`config.mk`:
```
export PLATFORM = sky130hd
export DESIGN_NAME = battery_voltage_filter_soc
export DESIGN_NICKNAME = d
export VERILOG_FILES = /design/src/sv/bvf_pkg.sv /design/src/sv/bvf_mul.sv /design/src/sv/bvf_div.sv /design/src/sv/battery_voltage_filter_soc.sv
export SDC_FILE = /design/constraint.sdc
export NUM_CORES = 1
export LEC_CHECK = 0
export BUFFER_PORTS_ARGS = -buffer_cell sky130_fd_sc_hd__buf_2
export CAP_MARGIN = 20
export CORE_MARGIN = 2
export CORE_UTILIZATION = 60
export CTS_CLUSTER_SIZE = 30
export DETAILED_ROUTE_END_ITERATION = 6
export GPL_TIMING_DRIVEN = 0
export PLACE_DENSITY = 0.85
export SETUP_SLACK_MARGIN = 0.2
export SLEW_MARGIN = 20
export SYNTH_ARGS = -nofsm -noshare
export SYNTH_HDL_FRONTEND = slang
export SYNTH_SLANG_ARGS = --single-unit
export TNS_END_PERCENT = 30
```
`constraint.sdc`:
```
create_clock -name clk_i -period 3.6 [get_ports clk_i]
set_input_delay 1.08 -clock clk_i [delete_from_list [all_inputs] [get_ports clk_i]]
set_output_delay 1.08 -clock clk_i [all_outputs]
set_load 0.02 [all_outputs]
```
`src/sv/bvf_pkg.sv`:
```
// ----------------------------------------------------------------------------
// Battery voltage filter package
// Widths, constants, charge-curve tables and shared types.
// ----------------------------------------------------------------------------
package bvf_pkg;

  localparam int FRACTION_BITS = 16;

  // field widths
  localparam int PIN_W   = 22;
  localparam int UV_W    = PIN_W + 1;
  localparam int F_W     = UV_W + FRACTION_BITS;
  localparam int COEF_W  = 16;
  localparam int WARM_W  = 4;
  localparam int MV_W    = 13;
  localparam int CHG_W   = 10;
  localparam int CUR_W   = 16;
  localparam int SLOPE_W = 8;

  localparam int IN_TDATA_W  = 24;
  localparam int OUT_TDATA_W = 40;

  // serial multiplier
  localparam int MC_W   = F_W + 2;
  localparam int MP_W   = (COEF_W > FRACTION_BITS) ? COEF_W : FRACTION_BITS;
  localparam int STEP_W = $clog2(MP_W + 1);

  // serial divider
  localparam int DIV_N_W = 25;
  localparam int DIV_D_W = 17;

  localparam int SEG_W = 3;

  // configuration port
  localparam int CFG_IDX_W  = 1;
  localparam int CFG_DATA_W = 16;
  localparam logic [CFG_IDX_W-1:0] CFG_EMA_COEF = 1'b0;
  localparam logic [CFG_IDX_W-1:0] CFG_WARMUP   = 1'b1;

  localparam logic [COEF_W-1:0] COEF_RESET = 16'd328;
  localparam logic [WARM_W-1:0] WARM_RESET = 4'd5;

  localparam logic [DIV_D_W-1:0] MV_DIVISOR   = 17'd1000;
  localparam logic [DIV_D_W-1:0] STEP_DIVISOR = 17'd100000;

  localparam logic [F_W-1:0] LOW_FX  = F_W'(64'd3500000) << FRACTION_BITS;
  localparam logic [F_W-1:0] HIGH_FX = F_W'(64'd4200000) << FRACTION_BITS;

  localparam logic [MV_W-1:0]  MV_MAX    = 13'd8191;
  localparam logic [CHG_W-1:0] CHG_EMPTY = 10'd0;
  localparam logic [CHG_W-1:0] CHG_FULL  = 10'd1000;

  typedef struct packed {
    logic busy;
    logic done;
  } unit_stat_t;

  function automatic logic [CHG_W-1:0] seg_base(input logic [SEG_W-1:0] k);
    logic [CHG_W-1:0] b;
    unique case (k)
      3'd0:    b = 10'd0;
      3'd1:    b = 10'd203;
      3'd2:    b = 10'd432;
      3'd3:    b = 10'd622;
      3'd4:    b = 10'd768;
      3'd5:    b = 10'd880;
      3'd6:    b = 10'd978;
      default: b = 10'd0;
    endcase
    return b;
  endfunction

  function automatic logic [SLOPE_W-1:0] seg_slope(input logic [SEG_W-1:0] k);
    logic [SLOPE_W-1:0] s;
    unique case (k)
      3'd0:    s = 8'd203;
      3'd1:    s = 8'd229;
      3'd2:    s = 8'd190;
      3'd3:    s = 8'd146;
      3'd4:    s = 8'd112;
      3'd5:    s = 8'd98;
      3'd6:    s = 8'd22;
      default: s = 8'd0;
    endcase
    return s;
  endfunction

endpackage

```
`src/sv/bvf_mul.sv`:
```
// ----------------------------------------------------------------------------
// Serial shift-add multiplier
// Signed multiplicand times unsigned multiplier, one multiplier bit a cycle;
// the accumulator shifts right so after n steps it holds floor(a*b / 2^n).
// ----------------------------------------------------------------------------
module bvf_mul (
  input  logic                        clk_i,
  input  logic                        rst_ni,
  input  logic                        start_i,
  input  logic [bvf_pkg::MC_W-1:0]    mcand_i,
  input  logic [bvf_pkg::MP_W-1:0]    mplr_i,
  input  logic [bvf_pkg::STEP_W-1:0]  steps_i,
  output logic [bvf_pkg::MC_W-1:0]    prod_o,
  output bvf_pkg::unit_stat_t         stat_o
);
  import bvf_pkg::*;

  logic [MC_W-1:0]   acc_q, acc_d;
  logic [MC_W-1:0]   mcand_q;
  logic [MP_W-1:0]   mplr_q;
  logic [STEP_W-1:0] cnt_q;
  logic              busy_q, done_q;
  logic [MC_W:0]     sum;

  assign sum   = {acc_q[MC_W-1], acc_q}
               + (mplr_q[0] ? {mcand_q[MC_W-1], mcand_q} : {(MC_W + 1){1'b0}});
  assign acc_d = sum[MC_W:1];

  always_ff @(posedge clk_i or negedge rst_ni) begin
    if (!rst_ni) begin
      busy_q <= 1'b0;
      done_q <= 1'b0;
      cnt_q  <= '0;
    end else begin
      done_q <= 1'b0;
      if (start_i) begin
        busy_q <= 1'b1;
        cnt_q  <= steps_i - STEP_W'(1);
      end else if (busy_q) begin
        cnt_q <= cnt_q - STEP_W'(1);
        if (cnt_q == '0) begin
          busy_q <= 1'b0;
          done_q <= 1'b1;
        end
      end
    end
  end

  always_ff @(posedge clk_i) begin
    if (start_i) begin
      acc_q   <= '0;
      mcand_q <= mcand_i;
      mplr_q  <= mplr_i;
    end else if (busy_q) begin
      acc_q  <= acc_d;
      mplr_q <= {1'b0, mplr_q[MP_W-1:1]};
    end
  end

  assign prod_o      = acc_q;
  assign stat_o.busy = busy_q;
  assign stat_o.done = done_q;

endmodule

```
`src/sv/bvf_div.sv`:
```
// ----------------------------------------------------------------------------
// Serial restoring divider
// Unsigned division, one quotient bit a cycle, MSB first.
// ----------------------------------------------------------------------------
module bvf_div (
  input  logic                         clk_i,
  input  logic                         rst_ni,
  input  logic                         start_i,
  input  logic [bvf_pkg::DIV_N_W-1:0]  dividend_i,
  input  logic [bvf_pkg::DIV_D_W-1:0]  divisor_i,
  output logic [bvf_pkg::DIV_N_W-1:0]  quotient_o,
  output logic [bvf_pkg::DIV_D_W-1:0]  remainder_o,
  output bvf_pkg::unit_stat_t          stat_o
);
  import bvf_pkg::*;

  localparam int CNT_W = $clog2(DIV_N_W);

  logic [DIV_D_W-1:0] rem_q, rem_d;
  logic [DIV_N_W-1:0] quo_q;
  logic [DIV_D_W-1:0] dvs_q;
  logic [CNT_W-1:0]   cnt_q;
  logic               busy_q, done_q;
  logic [DIV_D_W:0]   trial, diff;
  logic               ge;

  // shift the next dividend bit into the partial remainder
  assign trial = {rem_q, quo_q[DIV_N_W-1]};
  assign diff  = trial - {1'b0, dvs_q};
  assign ge    = (trial >= {1'b0, dvs_q});
  assign rem_d = ge ? diff[DIV_D_W-1:0] : trial[DIV_D_W-1:0];

  always_ff @(posedge clk_i or negedge rst_ni) begin
    if (!rst_ni) begin
      busy_q <= 1'b0;
      done_q <= 1'b0;
      cnt_q  <= '0;
    end else begin
      done_q <= 1'b0;
      if (start_i) begin
        busy_q <= 1'b1;
        cnt_q  <= CNT_W'(DIV_N_W - 1);
      end else if (busy_q) begin
        cnt_q <= cnt_q - CNT_W'(1);
        if (cnt_q == '0) begin
          busy_q <= 1'b0;
          done_q <= 1'b1;
        end
      end
    end
  end

  always_ff @(posedge clk_i) begin
    if (start_i) begin
      rem_q <= '0;
      quo_q <= dividend_i;
      dvs_q <= divisor_i;
    end else if (busy_q) begin
      rem_q <= rem_d;
      quo_q <= {quo_q[DIV_N_W-2:0], ge};
    end
  end

  assign quotient_o  = quo_q;
  assign remainder_o = rem_q;
  assign stat_o.busy = busy_q;
  assign stat_o.done = done_q;

endmodule

```
`src/sv/battery_voltage_filter_soc.sv`:
```
// ----------------------------------------------------------------------------
// Battery voltage filter with state-of-charge estimate
// Smooths pin voltage samples and derives millivolts and charge.
// ----------------------------------------------------------------------------
// Usage:
//   s_axis carries one pin voltage sample (microvolts) per request. Each
//   sample gives exactly one m_axis result: filtered battery millivolts,
//   charge in tenths of a percent and a current field that is always zero.
//   The user must write the coefficient and warm-up count over the cfg port
//   only while idle; the block itself does not enforce it. One sample is
//   processed at a time by a shared serial multiplier (one multiplier bit a
//   cycle) and a shared serial divider (one quotient bit a cycle). A filtered
//   sample inside the charge curve runs a 16-step multiply, two 25-step
//   divides, a 16-step multiply and a 25-step divide; warm-up samples skip
//   the first multiply, and voltages outside 3.5 V to 4.2 V skip the charge
//   steps. The next request is taken once the result sits in the output
//   register, so no new sample is taken while one is in work.
//   Reset clears the average and the warm-up count and restores the default
//   coefficient (328) and warm-up (5). A stalled receiver holds the result;
//   the next sample is still processed and waits until the slot frees.
// ----------------------------------------------------------------------------
module battery_voltage_filter_soc (
  input  logic                              clk_i,
  input  logic                              rst_ni,
  input  logic                              s_axis_tvalid,
  output logic                              s_axis_tready,
  // [21:0] pin_microvolts
  input  logic [bvf_pkg::IN_TDATA_W-1:0]    s_axis_tdata,
  output logic                              m_axis_tvalid,
  input  logic                              m_axis_tready,
  // [12:0] battery_millivolts, [22:13] charge_tenths, [38:23] current_milliamps
  output logic [bvf_pkg::OUT_TDATA_W-1:0]   m_axis_tdata,
  input  logic                              cfg_we_i,
  input  logic [bvf_pkg::CFG_IDX_W-1:0]     cfg_idx_i,
  input  logic [bvf_pkg::CFG_DATA_W-1:0]    cfg_wdata_i
);
  import bvf_pkg::*;

  typedef enum logic [6:0] {
    ST_IDLE  = 7'b0000001,
    ST_EMA   = 7'b0000010,
    ST_MV    = 7'b0000100,
    ST_SEG   = 7'b0001000,
    ST_SLOPE = 7'b0010000,
    ST_FRAC  = 7'b0100000,
    ST_OUT   = 7'b1000000
  } state_e;

  state_e              state_q, state_d;
  logic                start_q, start_d;
  logic [COEF_W-1:0]   coef_q, coef_d;
  logic [WARM_W-1:0]   warm_q, warm_d;
  logic [WARM_W-1:0]   count_q, count_d;
  logic [F_W-1:0]      filt_q, filt_d;
  logic [F_W-1:0]      samp_q, samp_d;
  logic [MV_W-1:0]     mv_q, mv_d;
  logic [CHG_W-1:0]    chg_q, chg_d;
  logic [SEG_W-1:0]    seg_q, seg_d;
  logic [DIV_D_W-1:0]  r1_q, r1_d;
  logic                m_valid_q, m_valid_d;
  logic [MV_W-1:0]     mv_out_q, mv_out_d;
  logic [CHG_W-1:0]    chg_out_q, chg_out_d;

  logic                in_accept;
  logic                out_free;
  logic [F_W-1:0]      sample_fx;
  logic [F_W-1:0]      above_floor;
  logic [MC_W-1:0]     ema_diff;

  logic                mul_start;
  logic [MC_W-1:0]     mul_mcand;
  logic [MP_W-1:0]     mul_mplr;
  logic [STEP_W-1:0]   mul_steps;
  logic [MC_W-1:0]     mul_prod;
  unit_stat_t          mul_stat;

  logic                div_start;
  logic [DIV_N_W-1:0]  div_dividend;
  logic [DIV_D_W-1:0]  div_divisor;
  logic [DIV_N_W-1:0]  div_quo;
  logic [DIV_D_W-1:0]  div_rem;
  unit_stat_t          div_stat;

  assign s_axis_tready = (state_q == ST_IDLE);
  assign in_accept     = s_axis_tvalid && s_axis_tready;
  assign out_free      = !m_valid_q || m_axis_tready;

  // doubled pin voltage with fraction bits
  assign sample_fx   = F_W'({s_axis_tdata[PIN_W-1:0], 1'b0}) << FRACTION_BITS;
  assign ema_diff    = {2'b00, samp_q} - {2'b00, filt_q};
  assign above_floor = filt_q - LOW_FX;

  // operand routing for the shared units
  assign mul_start = start_q && ((state_q == ST_EMA) || (state_q == ST_SLOPE));
  assign div_start = start_q && ((state_q == ST_MV) || (state_q == ST_SEG)
                                 || (state_q == ST_FRAC));

  always_comb begin
    if (state_q == ST_SLOPE) begin
      mul_mcand = MC_W'({r1_q, filt_q[FRACTION_BITS-1:0]});
      mul_mplr  = MP_W'(seg_slope(seg_q));
      mul_steps = STEP_W'(FRACTION_BITS);
    end else begin
      mul_mcand = ema_diff;
      mul_mplr  = MP_W'(coef_q);
      mul_steps = STEP_W'(COEF_W);
    end
  end

  always_comb begin
    case (state_q)
      ST_SEG: begin
        div_dividend = DIV_N_W'(above_floor[F_W-1:FRACTION_BITS]);
        div_divisor  = STEP_DIVISOR;
      end
      ST_FRAC: begin
        div_dividend = mul_prod[DIV_N_W-1:0];
        div_divisor  = STEP_DIVISOR;
      end
      default: begin
        div_dividend = DIV_N_W'(filt_q[F_W-1:FRACTION_BITS]);
        div_divisor  = MV_DIVISOR;
      end
    endcase
  end

  bvf_mul u_mul (
    .clk_i   (clk_i),
    .rst_ni  (rst_ni),
    .start_i (mul_start),
    .mcand_i (mul_mcand),
    .mplr_i  (mul_mplr),
    .steps_i (mul_steps),
    .prod_o  (mul_prod),
    .stat_o  (mul_stat)
  );

  bvf_div u_div (
    .clk_i       (clk_i),
    .rst_ni      (rst_ni),
    .start_i     (div_start),
    .dividend_i  (div_dividend),
    .divisor_i   (div_divisor),
    .quotient_o  (div_quo),
    .remainder_o (div_rem),
    .stat_o      (div_stat)
  );

  always_comb begin
    state_d   = state_q;
    start_d   = 1'b0;
    coef_d    = coef_q;
    warm_d    = warm_q;
    count_d   = count_q;
    filt_d    = filt_q;
    samp_d    = samp_q;
    mv_d      = mv_q;
    chg_d     = chg_q;
    seg_d     = seg_q;
    r1_d      = r1_q;
    m_valid_d = m_valid_q;
    mv_out_d  = mv_out_q;
    chg_out_d = chg_out_q;

    if (cfg_we_i) begin
      unique case (cfg_idx_i)
        CFG_EMA_COEF: coef_d = cfg_wdata_i[COEF_W-1:0];
        CFG_WARMUP:   warm_d = cfg_wdata_i[WARM_W-1:0];
      endcase
    end

    if (m_valid_q && m_axis_tready) begin
      m_valid_d = 1'b0;
    end

    unique case (state_q)
      ST_IDLE: begin
        if (in_accept) begin
          samp_d  = sample_fx;
          start_d = 1'b1;
          if (count_q < warm_q) begin
            // seed the average with the raw sample
            count_d = count_q + WARM_W'(1);
            filt_d  = sample_fx;
            state_d = ST_MV;
          end else begin
            state_d = ST_EMA;
          end
        end
      end
      ST_EMA: begin
        if (mul_stat.done) begin
          filt_d  = filt_q + mul_prod[F_W-1:0];
          start_d = 1'b1;
          state_d = ST_MV;
        end
      end
      ST_MV: begin
        if (div_stat.done) begin
          mv_d = (div_quo > DIV_N_W'(MV_MAX)) ? MV_MAX : div_quo[MV_W-1:0];
          if (filt_q < LOW_FX) begin
            chg_d   = CHG_EMPTY;
            state_d = ST_OUT;
          end else if (filt_q >= HIGH_FX) begin
            chg_d   = CHG_FULL;
            state_d = ST_OUT;
          end else begin
            start_d = 1'b1;
            state_d = ST_SEG;
          end
        end
      end
      ST_SEG: begin
        if (div_stat.done) begin
          seg_d   = div_quo[SEG_W-1:0];
          r1_d    = div_rem;
          start_d = 1'b1;
          state_d = ST_SLOPE;
        end
      end
      ST_SLOPE: begin
        if (mul_stat.done) begin
          start_d = 1'b1;
          state_d = ST_FRAC;
        end
      end
      ST_FRAC: begin
        if (div_stat.done) begin
          chg_d   = seg_base(seg_q) + div_quo[CHG_W-1:0];
          state_d = ST_OUT;
        end
      end
      ST_OUT: begin
        // hold until the output slot frees
        if (out_free) begin
          m_valid_d = 1'b1;
          mv_out_d  = mv_q;
          chg_out_d = chg_q;
          state_d   = ST_IDLE;
        end
      end
      default: state_d = ST_IDLE;
    endcase
  end

  always_ff @(posedge clk_i or negedge rst_ni) begin
    if (!rst_ni) begin
      state_q   <= ST_IDLE;
      start_q   <= 1'b0;
      coef_q    <= COEF_RESET;
      warm_q    <= WARM_RESET;
      count_q   <= '0;
      filt_q    <= '0;
      m_valid_q <= 1'b0;
    end else begin
      state_q   <= state_d;
      start_q   <= start_d;
      coef_q    <= coef_d;
      warm_q    <= warm_d;
      count_q   <= count_d;
      filt_q    <= filt_d;
      m_valid_q <= m_valid_d;
    end
  end

  always_ff @(posedge clk_i) begin
    samp_q    <= samp_d;
    mv_q      <= mv_d;
    chg_q     <= chg_d;
    seg_q     <= seg_d;
    r1_q      <= r1_d;
    mv_out_q  <= mv_out_d;
    chg_out_q <= chg_out_d;
  end

  assign m_axis_tvalid = m_valid_q;
  assign m_axis_tdata  = {1'b0, {CUR_W{1'b0}}, chg_out_q, mv_out_q};

  // the multiplier and divider take turns
  assert property (@(posedge clk_i) disable iff (!rst_ni)
    !(mul_stat.busy && div_stat.busy))
    else $error("multiplier and divider busy together");

  assert property (@(posedge clk_i) disable iff (!rst_ni)
    (mul_start || div_start) |-> !(mul_stat.busy || div_stat.busy))
    else $error("unit started while one is busy");

  assert property (@(posedge clk_i) disable iff (!rst_ni)
    mul_stat.done |-> ((state_q == ST_EMA) || (state_q == ST_SLOPE)))
    else $error("multiplier finished outside a multiply step");

  assert property (@(posedge clk_i) disable iff (!rst_ni)
    m_axis_tvalid |-> (chg_out_q <= CHG_FULL))
    else $error("charge above full scale");

  assert property (@(posedge clk_i) disable iff (!rst_ni)
    (s_axis_tvalid && s_axis_tready) |=> !s_axis_tready)
    else $error("second request taken while a sample is in work");

endmodule
```
==> results of run 1 <==
==> synth_stat cells (6+ instances only) <==
cell,count,share of area [%]
o21ai_0,128,3.3
o211ai_1,12,0.47
ha_1,126,8.2
a31oi_1,35,1.1
o21a_1,14,0.55
and3_1,36,1.2
edfxtp_1,171,27
dfstp_2,6,0.82
dfxtp_1,58,6.1
mux2_2,23,1.4
or3_1,10,0.33
a211oi_1,24,0.94
a21oi_1,134,3.5
o21bai_1,17,0.67
nand4_1,14,0.46
clkbuf_1,74,1.4
o31ai_1,10,0.39
nor2b_1,23,0.75
xnor2_1,72,3.3
a311oi_1,7,0.32
dfrtp_1,80,10
o221ai_1,6,0.27
nor2_1,165,3.2
a21o_1,65,2.5
nand3b_1,12,0.47
o22ai_1,6,0.20
nor3_1,28,0.73
xor2_1,54,2.5
nor3b_1,7,0.27
a221oi_1,7,0.32
nand3_1,42,1.1
buf_4,17,0.67
nand2_1,180,3.5
and2_1,61,2.0
or2_2,20,0.65
mux2i_1,34,1.8
inv_1,66,1.3
nand2b_1,21,0.69
nor4_1,15,0.49
nor4b_1,6,0.27
==> sequential cells by signal, indices dropped and copies added, names as in the netlist, 2 cells and up <==
name and cells:
u_div.remainder_o 17, u_div.quotient_o 25, u_mul.prod_o 41, samp_q 22
chg_q 10, mv_q 13, count_q 4, seg_q 3
r1_q 17, u_div.dvs_q 2, u_mul.cnt_q 5, mv_out_q 13
u_div.cnt_q 5, coef_q 16, chg_out_q 10, state_q 7
u_mul.mcand_q 40, filt_q 39, u_mul.mplr_q 16, warm_q 4
==> metrics by stage <==
step	TNS (ns)	instances
CTS	0	2550
global route	-0.0270	2559
detailed placement	-6.29	2469
floorplan	0	1996
finish	0	2560
global placement	-61.38	2466
==> worst paths after layout <==
path	startpoint	end
min in group clk_i	chg_q[8]	chg_out_q[8]
setup reg to reg	u_mul.mplr_q[0]	u_mul.prod_o[38]
hold reg to reg	chg_q[8]	chg_out_q[8]
setup / recovery	u_mul.mplr_q[0]	u_mul.prod_o[38]
hold / removal	rst_ni	filt_q[16]
max in group asynchronous	rst_ni	coef_q[6]
==> kinds of logic after synthesis <==
logic type / synth area share, %
simple gates: 16.9
compound gates: 18.1
flops: 44.1
buf+inv: 3.48
fa+ha+maj: 8.53
xor+xnor: 5.75
mux: 3.13
other cells: 0.0196
==> layout make-up <==
| type | instances | area share (%) |
|---|---|---|
| multi-input cells | 1520 | 47.8 |
| flip-flops and latches | 315 | 38.4 |
| clock buffers | 47 | 4.31 |
| repair buffers | 98 | 2.97 |
| well taps | 402 | 2.28 |
| plain buffers | 93 | 2.13 |
| inverters | 67 | 1.14 |
| clock inverters | 17 | 0.959 |
| diodes | 1 | 0.0113 |
==> worst max-delay path, stage by stage (launching register included) <==
cell	delay [ns]
edfxtp_1	0.43
buf_12	0.17
buf_8	0.14
buf_8	0.12
and2_4	0.14
ha_4	0.28
o211ai_1	0.12
a21oi_1	0.24
nor2_1	0.10
o31a_1	0.33
o41ai_4	0.34
a31oi_4	0.22
o31ai_4	0.29
nor4b_2	0.09
or3_1	0.32
o211a_1	0.13
==> repair_timing <==
action                     4_1_cts  5_1_grt
pin swaps                       20       25
setup buffers                   16        9
gates resized for setup         56       94
setup endpoints to repair      107       64
cloned                           1        1
hold buffers                     0        0
==> power groups by stage <==
| stage | combinational [mW] | clock [mW] | sequential, mW |
|---|---|---|---|
| after floorplan | 6.54 | 0 | 5.58 |
| after global placement | 8.30 | 0 | 6.11 |
| after detailed placement | 8.55 | 0 | 6.13 |
| after CTS | 8.91 | 3.68 | 6.09 |
| after global routing | 10.3 | 3.82 | 6.21 |
| final | 9.50 | 3.69 | 6.16 |
==> per-layer routing <==
metal / vias up / share of wire [%] / GRT usage, %
li1: 7535 / - / -
met3: 209 / 9.6 / 6.14
met5: - / 0 / 0
met2: 982 / 45 / 57.2
met1: 8117 / 39 / 46.8
met4: 0 / 6.5 / 21.4
==> flow_metrics.py, run 1 <==
metrics = {
    "layout": {
        "drive_above_1_share_pct": 15.2,
        "final_common_cell": "nand2_1",
        "final-seq-area_um2": 8470,
        "final_util_pct": 69.9,
        "layout_common_cells": "nand2_1 (178), edfxtp_1 (171), nor2_1 (162)",
        "multi_input_area_um2": 10500,
        "nets": 2305,
        "nFillCells": 2326,
        "areaGrowthSynthToFinish_pct": 15.0,
        "fin_area_um2": 22100,
    },
    "route": {
        "drt_pass1_iterations": 6,
        "dr_total_vias": 16800,
        "viasPerCell": 6.58,
        "drtIter0Drc": 2176,
        "ant_nets": 0,
        "routed_wl_mm": 61.2,
        "route.detailed.drc": 0,
        "wl_per_cell_um": 23.9,
    },
    "die": {
        "die_h_um": 183,
        "rows": 65,
        "coreArea_um2": 31600,
        "die_w_um": 183,
        "initial_core_util_pct": 60.8,
        "die-area_um2": 33400,
        "ios": 88,
    },
    "status": {
        "run_status": "finished, final reports clean",
    },
    "clock_tree": {
        "htree_levels": 2,
        "worstSkewPairLatency_ns": 0.53,
        "clk_pin_slew_ns": 0.06,
        "cts-root-buf": "clkbuf_16",
        "cts_tree": "done",
        "clock-sinks": 315,
        "cts_made_buffers": 35,
        "cts_buffer_depth": 3,
    },
    "timing": {
        "fin_ws_ns": 0.0309,
        "fmax_ghz": 0.280,
        "finalCritPeriodShare_pct": 99.1,
        "slew_headroom_pct": 28.9,
        "post-route-min-period_ns": 3.57,
        "rsz0062_at_grt": "true",
        "fin_skew_ns": 0.0209,
        "tightest_slew_ns": 1.07,
        "hold_slack_ns": 0.395,
        "maxSlewViolCount": 0,
        "finalSetupViolations": 0,
        "finalHoldViolCount": 0,
    },
    "yosys": {
        "ys_types": 83,
        "synthFlopType": "edfxtp_1",
        "yosysWarnings": 0,
        "synth-async-reset-ratio_pct": 27.3,
        "yosysSeqAreaShare_pct": 44.1,
        "avgSynthCellArea_um2": 9.69,
        "synth-edff-count": 171,
        "synthesis.area_um2": 19200,
        "ys_seq_elements": 315,
        "syn_inst": 1980,
    },
    "power": {
        "p_sw_mw": 8.33,
        "finalPower_mw": 19.3,
        "p_int_mw": 11.0,
        "leakagePower_nw": 9.29,
        "p_seq_share_pct": 31.8,
        "power_frac_clock_pct": 19.1,
        "ir_worst_vdd_mv": 0.464,
        "netSwitchingFraction_pct": 43.0,
        "combPwrFrac_pct": 49.1,
        "p_per_area_nw_per_um2": 877,
    },
    "place": {
        "gp_congestion": 1.03,
        "place_ws_ns": -0.675,
        "dp_hpwl_mm": 43.8,
        "place_area_um2": 20200,
        "portBuffers": 68,
    },
    "hold_path": {
        "holdCritPathClass": "in2async",
    },
    "flow_run": {
        "cap_viol_max_count": 0,
    },
    "global_route": {
        "grt_antenna_before_repair": 1,
        "grt_pass1_wl_mm": 92.0,
        "grt_max_degree": 69,
        "grt_pass1_vias": 16100,
        "grt-ovfl-total": 0,
        "gr-usage-all-layers_pct": 36.1,
    },
    "setup_path": {
        "crit_type": "reg2reg",
        "worstSetupEndpointType": "flop",
        "crit_path_max_fanout": 5,
        "r2r_cells": 15,
        "critPathLaunchType": "flop",
        "cp.required_ns": 4.02,
        "r2r_setup_slack_ns": 0.03,
        "arrival_ns": 3.98,
    },
}
No activity file was read; power rests on OpenSTA's default activity.
==> inputs of run 2 (changes only) <==
- REMOVE_ABC_BUFFERS: unset -> 1
==> flow_metrics.py, run 2 (synthesis gave the netlist of run 1 again) <==
metrics = {
    "clock_tree": {
        "htree_levels": 2,
        "clk_pin_slew_ns": 0.07,
        "cts_made_buffers": 35,
        "hold_buffers": 0,
        "clock-sinks": 315,
        "cts_buffer_depth": 3,
        "cts_tree": "done",
        "worstSkewPairLatency_ns": 0.54,
        "cts-root-buf": "clkbuf_16",
    },
    "layout": {
        "final_common_cell": "nand2_1",
        "final_util_pct": 68.2,
        "largest_reg_flops": 41,
        "multi_input_area_um2": 10400,
        "drive_above_1_share_pct": 12.8,
        "layout_common_cells": "nand2_1 (177), edfxtp_1 (171), nor2_1 (162)",
        "areaGrowthSynthToFinish_pct": 12.3,
        "stdcell_count": 2465,
        "fin_area_um2": 21500,
        "nFillCells": 2313,
        "final-seq-area_um2": 8470,
        "nets": 2209,
    },
    "power": {
        "p_per_area_nw_per_um2": 866,
        "finalPower_mw": 18.7,
        "leakagePower_nw": 9.07,
        "ir_worst_vdd_mv": 0.567,
    },
    "route": {
        "routed_wl_mm": 52.2,
        "wl_per_cell_um": 21.2,
        "dr_total_vias": 16000,
        "route.detailed.drc": 0,
        "ant_nets": 0,
        "drt_pass1_iterations": 6,
        "viasPerCell": 6.49,
        "drtIter0Drc": 1815,
    },
    "hold_path": {
        "min_from": "chg_q[7]",
        "hold_path_depth": 0,
        "whs_endpoint": "chg_out_q[7]",
        "holdCritPathClass": "reg2reg",
    },
    "timing": {
        "finalHoldViolCount": 0,
        "rsz0062_at_grt": "true",
        "fin_skew_ns": 0.0271,
        "setup_tns_ns": -0.0147,
        "post-route-min-period_ns": 3.61,
        "maxSlewViolCount": 0,
        "tightest_slew_ns": 1.08,
        "fin_ws_ns": -0.0147,
        "fmax_ghz": 0.277,
        "slew_headroom_pct": 28.0,
        "hold_slack_ns": 0.418,
        "finalCritPeriodShare_pct": 100,
        "finalSetupViolations": 1,
    },
    "status": {
        "run_status": "finished, violations left",
        "violations": "setup timing",
    },
    "setup_path": {
        "arrival_ns": 3.87,
        "reg2reg_to": "u_div.quotient_o[17]",
        "r2r-start": "state_q[3]",
        "slowest_delay_ns": 0.73,
        "r2r_cells": 6,
        "crit_chain": "nor4_1 -> nand3_1 -> nand2_4 -> o21ai_4 -> a2111oi_0 -> nor2_1",
        "crit_path_max_fanout": 18,
        "crit_type": "reg2reg",
        "slowest_stage": "nand3_1",
        "critPathLaunchType": "flop",
        "worstSetupEndpointType": "flop",
        "r2r_setup_slack_ns": -0.01,
        "cp.required_ns": 3.86,
    },
    "die": {
        "die_w_um": 183,
        "initial_core_util_pct": 60.8,
        "rows": 65,
        "die-area_um2": 33400,
        "coreArea_um2": 31600,
        "die_h_um": 183,
        "ios": 88,
    },
    "global_route": {
        "grt_max_degree": 58,
        "grt_pass1_vias": 15400,
        "grt_pass1_wl_mm": 80.8,
        "grt-ovfl-total": 0,
        "gr-usage-all-layers_pct": 30.4,
        "grt_antenna_before_repair": 0,
    },
    "place": {
        "place_area_um2": 19900,
        "gp_congestion": 1.07,
        "portBuffers": 68,
        "place_ws_ns": -0.938,
        "placed_cells": 2382,
        "dp_hpwl_mm": 36.7,
    },
    "flow_run": {
        "cap_viol_max_count": 0,
    },
}
-- run 2: cell type report --
class                   count  area share (%)
repair buffers             93            3.06
diodes                      2          0.0232
well taps                 402            2.34
multi-input cells        1522            48.3
clock buffers              51            4.72
inverters                  67            1.27
clock inverters            13           0.976
flip-flops and latches    315            39.3
-- run 2: what timing repair did --
action                     CTS  global route
pin swaps                    8             8
resized for setup           26            34
cloned                       2             0
setup buffers                9             6
setup endpoints to repair  222           115
-- run 2: worst max-delay path by stage --
| stage | from | cells past startpoint | to |
|---|---|---|---|
| after floorplan | state_q[3] | 8 | u_mul.mplr_q[0] |
| after global placement | state_q[2] | 8 | u_mul.mplr_q[15] |
| after detailed placement | state_q[2] | 9 | u_mul.mplr_q[11] |
| after CTS | u_mul.mplr_q[0] | 14 | u_mul.prod_o[40] |
| after global routing | state_q[3] | 6 | u_div.quotient_o[17] |
| final | state_q[3] | 6 | u_div.quotient_o[17] |
-- run 2: power by group --
part           switching (mW)  internal [mW]  total, mW  leakage (nW)
clock                    1.50           2.33       3.83         0.595
sequential               1.23           4.97       6.21          3.03
combinational            4.99           3.62       8.61          5.44
total                    7.72           10.9       18.7          9.07
-- run 2: worst max-delay path, delay by kind of cell (launching register included) --
kind / cells / cell delay [ns]
and+or+nand+nor: 4 / 1.88
AOI/OAI and AO/OA: 2 / 0.95
DFF: 1 / 0.50
-- run 2: per-layer routing --
layer / wire [um] / part of all wire [%] / GRT usage [%] / vias to the layer above
met1: 20600 / 39 / 39.6 / 7595
li1: - / - / - / 7326
met4: 2630 / 5.0 / 14.1 / 0
met3: 4700 / 9.0 / 4.77 / 177
met2: 24300 / 47 / 50.3 / 893
met5: 0 / 0 / 0 / -
==> inputs of run 3 (changes only) <==
- ABC_AREA: unset -> 0
- SYNTH_HIERARCHICAL: unset -> 1
==> flow_metrics.py, run 3 <==
metrics = {
    "route": {
        "viasPerCell": 6.60,
        "route.detailed.drc": 0,
        "dr_total_vias": 17600,
        "wl_per_cell_um": 23.1,
        "drtIter0Drc": 2023,
        "routed_wl_mm": 61.5,
        "drt_pass1_iterations": 6,
        "ant_nets": 0,
    },
    "yosys": {
        "yosysWarnings": 6,
        "synthesis.area_um2": 20800,
        "avgSynthCellArea_um2": 9.98,
        "syn_inst": 2085,
    },
    "die": {
        "die_w_um": 190,
        "ios": 88,
        "die_h_um": 190,
        "coreArea_um2": 34400,
        "die-area_um2": 36200,
        "rows": 68,
        "initial_core_util_pct": 60.5,
    },
    "setup_path": {
        "worstSetupEndpointType": "flop",
        "slowest_stage": "nor2_1",
        "arrival_ns": 3.79,
        "cp.required_ns": 3.77,
        "crit_chain": "or3_1 -> or3_4 -> nor3b_2 -> o21ai_0 -> nor2_1",
        "crit_path_max_fanout": 10,
        "critPathLaunchType": "flop",
        "slowest_delay_ns": 0.82,
        "crit_type": "reg2reg",
    },
    "global_route": {
        "grt_pass1_wl_mm": 91.0,
        "grt_max_degree": 69,
        "grt_pass1_vias": 16500,
        "grt_antenna_before_repair": 1,
        "gr-usage-all-layers_pct": 32.4,
        "grt-ovfl-total": 0,
    },
    "layout": {
        "layout_common_cells": "edfxtp_1 (187), nand2_1 (168), nor2_1 (151)",
        "areaGrowthSynthToFinish_pct": 13.5,
        "final_util_pct": 68.7,
        "fin_area_um2": 23600,
        "stdcell_count": 2664,
        "drive_above_1_share_pct": 16.9,
        "nets": 2362,
        "final-seq-area_um2": 8940,
        "final_common_cell": "edfxtp_1",
        "nFillCells": 2487,
        "multi_input_area_um2": 11400,
    },
    "clock_tree": {
        "worstSkewPairLatency_ns": 0.57,
        "cts_buffer_depth": 3,
        "cts_made_buffers": 39,
        "cts-root-buf": "clkbuf_16",
        "htree_levels": 2,
        "clk_pin_slew_ns": 0.07,
        "clock-sinks": 331,
        "hold_buffers": 0,
        "cts_tree": "done",
    },
    "status": {
        "run_status": "finished, violations left",
        "violations": "setup timing",
    },
    "place": {
        "place_ws_ns": -1.41,
        "place_area_um2": 21700,
        "placed_cells": 2556,
        "gp_congestion": 0.999,
        "portBuffers": 68,
        "dp_hpwl_mm": 41.2,
    },
    "timing": {
        "fmax_ghz": 0.276,
        "finalHoldViolCount": 0,
        "tightest_slew_ns": 0.995,
        "setup_tns_ns": -0.0875,
        "hold_slack_ns": 0.361,
        "maxSlewViolCount": 0,
        "post-route-min-period_ns": 3.62,
        "finalSetupViolations": 7,
        "finalCritPeriodShare_pct": 101,
        "fin_ws_ns": -0.0220,
        "slew_headroom_pct": 33.0,
        "rsz0062_at_grt": "true",
        "fin_skew_ns": 0.0319,
    },
    "power": {
        "finalPower_mw": 20.7,
        "ir_worst_vdd_mv": 0.552,
        "leakagePower_nw": 9.68,
        "p_per_area_nw_per_um2": 877,
    },
    "hold_path": {
        "holdCritPathClass": "in2async",
    },
    "flow_run": {
        "cap_viol_max_count": 0,
    },
}
==> run 3: per-layer routing <==
layer,up-vias,wire length [um],track usage [%]
met5,-,0,0
met4,0,3600,16.5
met3,273,6630,5.91
met2,1086,27900,50.9
met1,8389,23400,43.2
li1,7839,-,-
==> run 3: worst paths after layout <==
path / cells after the start / to / startpoint / slack [ns]
max: 5 / chg_q[6] / state_q[2] / -0.02
min: 1 / m_axis_tvalid / rst_ni / 0.36
max reg2reg: 5 / chg_q[6] / state_q[2] / -0.02
min reg2reg: 0 / mv_out_q[11] / mv_q[11] / 0.42
max in group asynchronous: 2 / filt_q[1] / rst_ni / 2.55
min in group clk_i: 0 / mv_out_q[11] / mv_q[11] / 0.42
==> run 3: cell type report <==
class                   instances  area share, %
diodes                          2         0.0212
clock buffers                  45           4.23
clock inverters                26           1.47
inverters                      86           1.38
multi-input cells            1596           48.4
flip-flops and latches        331           37.9
well taps                     455           2.41
repair buffers                122           4.18
repair inverters                1         0.0318
==> run 3: repair_timing <==
| item | CTS | global route |
|---|---|---|
| resized for setup | 14 | 35 |
| endpoints found under the setup margin | 179 | 89 |
| endpoints found under the hold margin | 0 | 0 |
| pin swaps | 3 | 10 |
| gates cloned | 2 | 0 |
| setup buffers | 7 | 26 |
==> run 3: worst max-delay path, delay by kind of cell (launching register included) <==
| kind | cells | cell delay (ns) |
|---|---|---|
| AOI/OAI and AO/OA | 1 | 0.32 |
| DFF | 1 | 0.46 |
| and+or+nand+nor | 4 | 2.44 |
==> run 3: where the power goes <==
part           switching (mW)  leakage [nW]  internal (mW)
clock                    1.72         0.641           2.52
sequential               1.12          3.19           5.18
combinational            6.05          5.85           4.11
total                    8.88          9.68           11.8
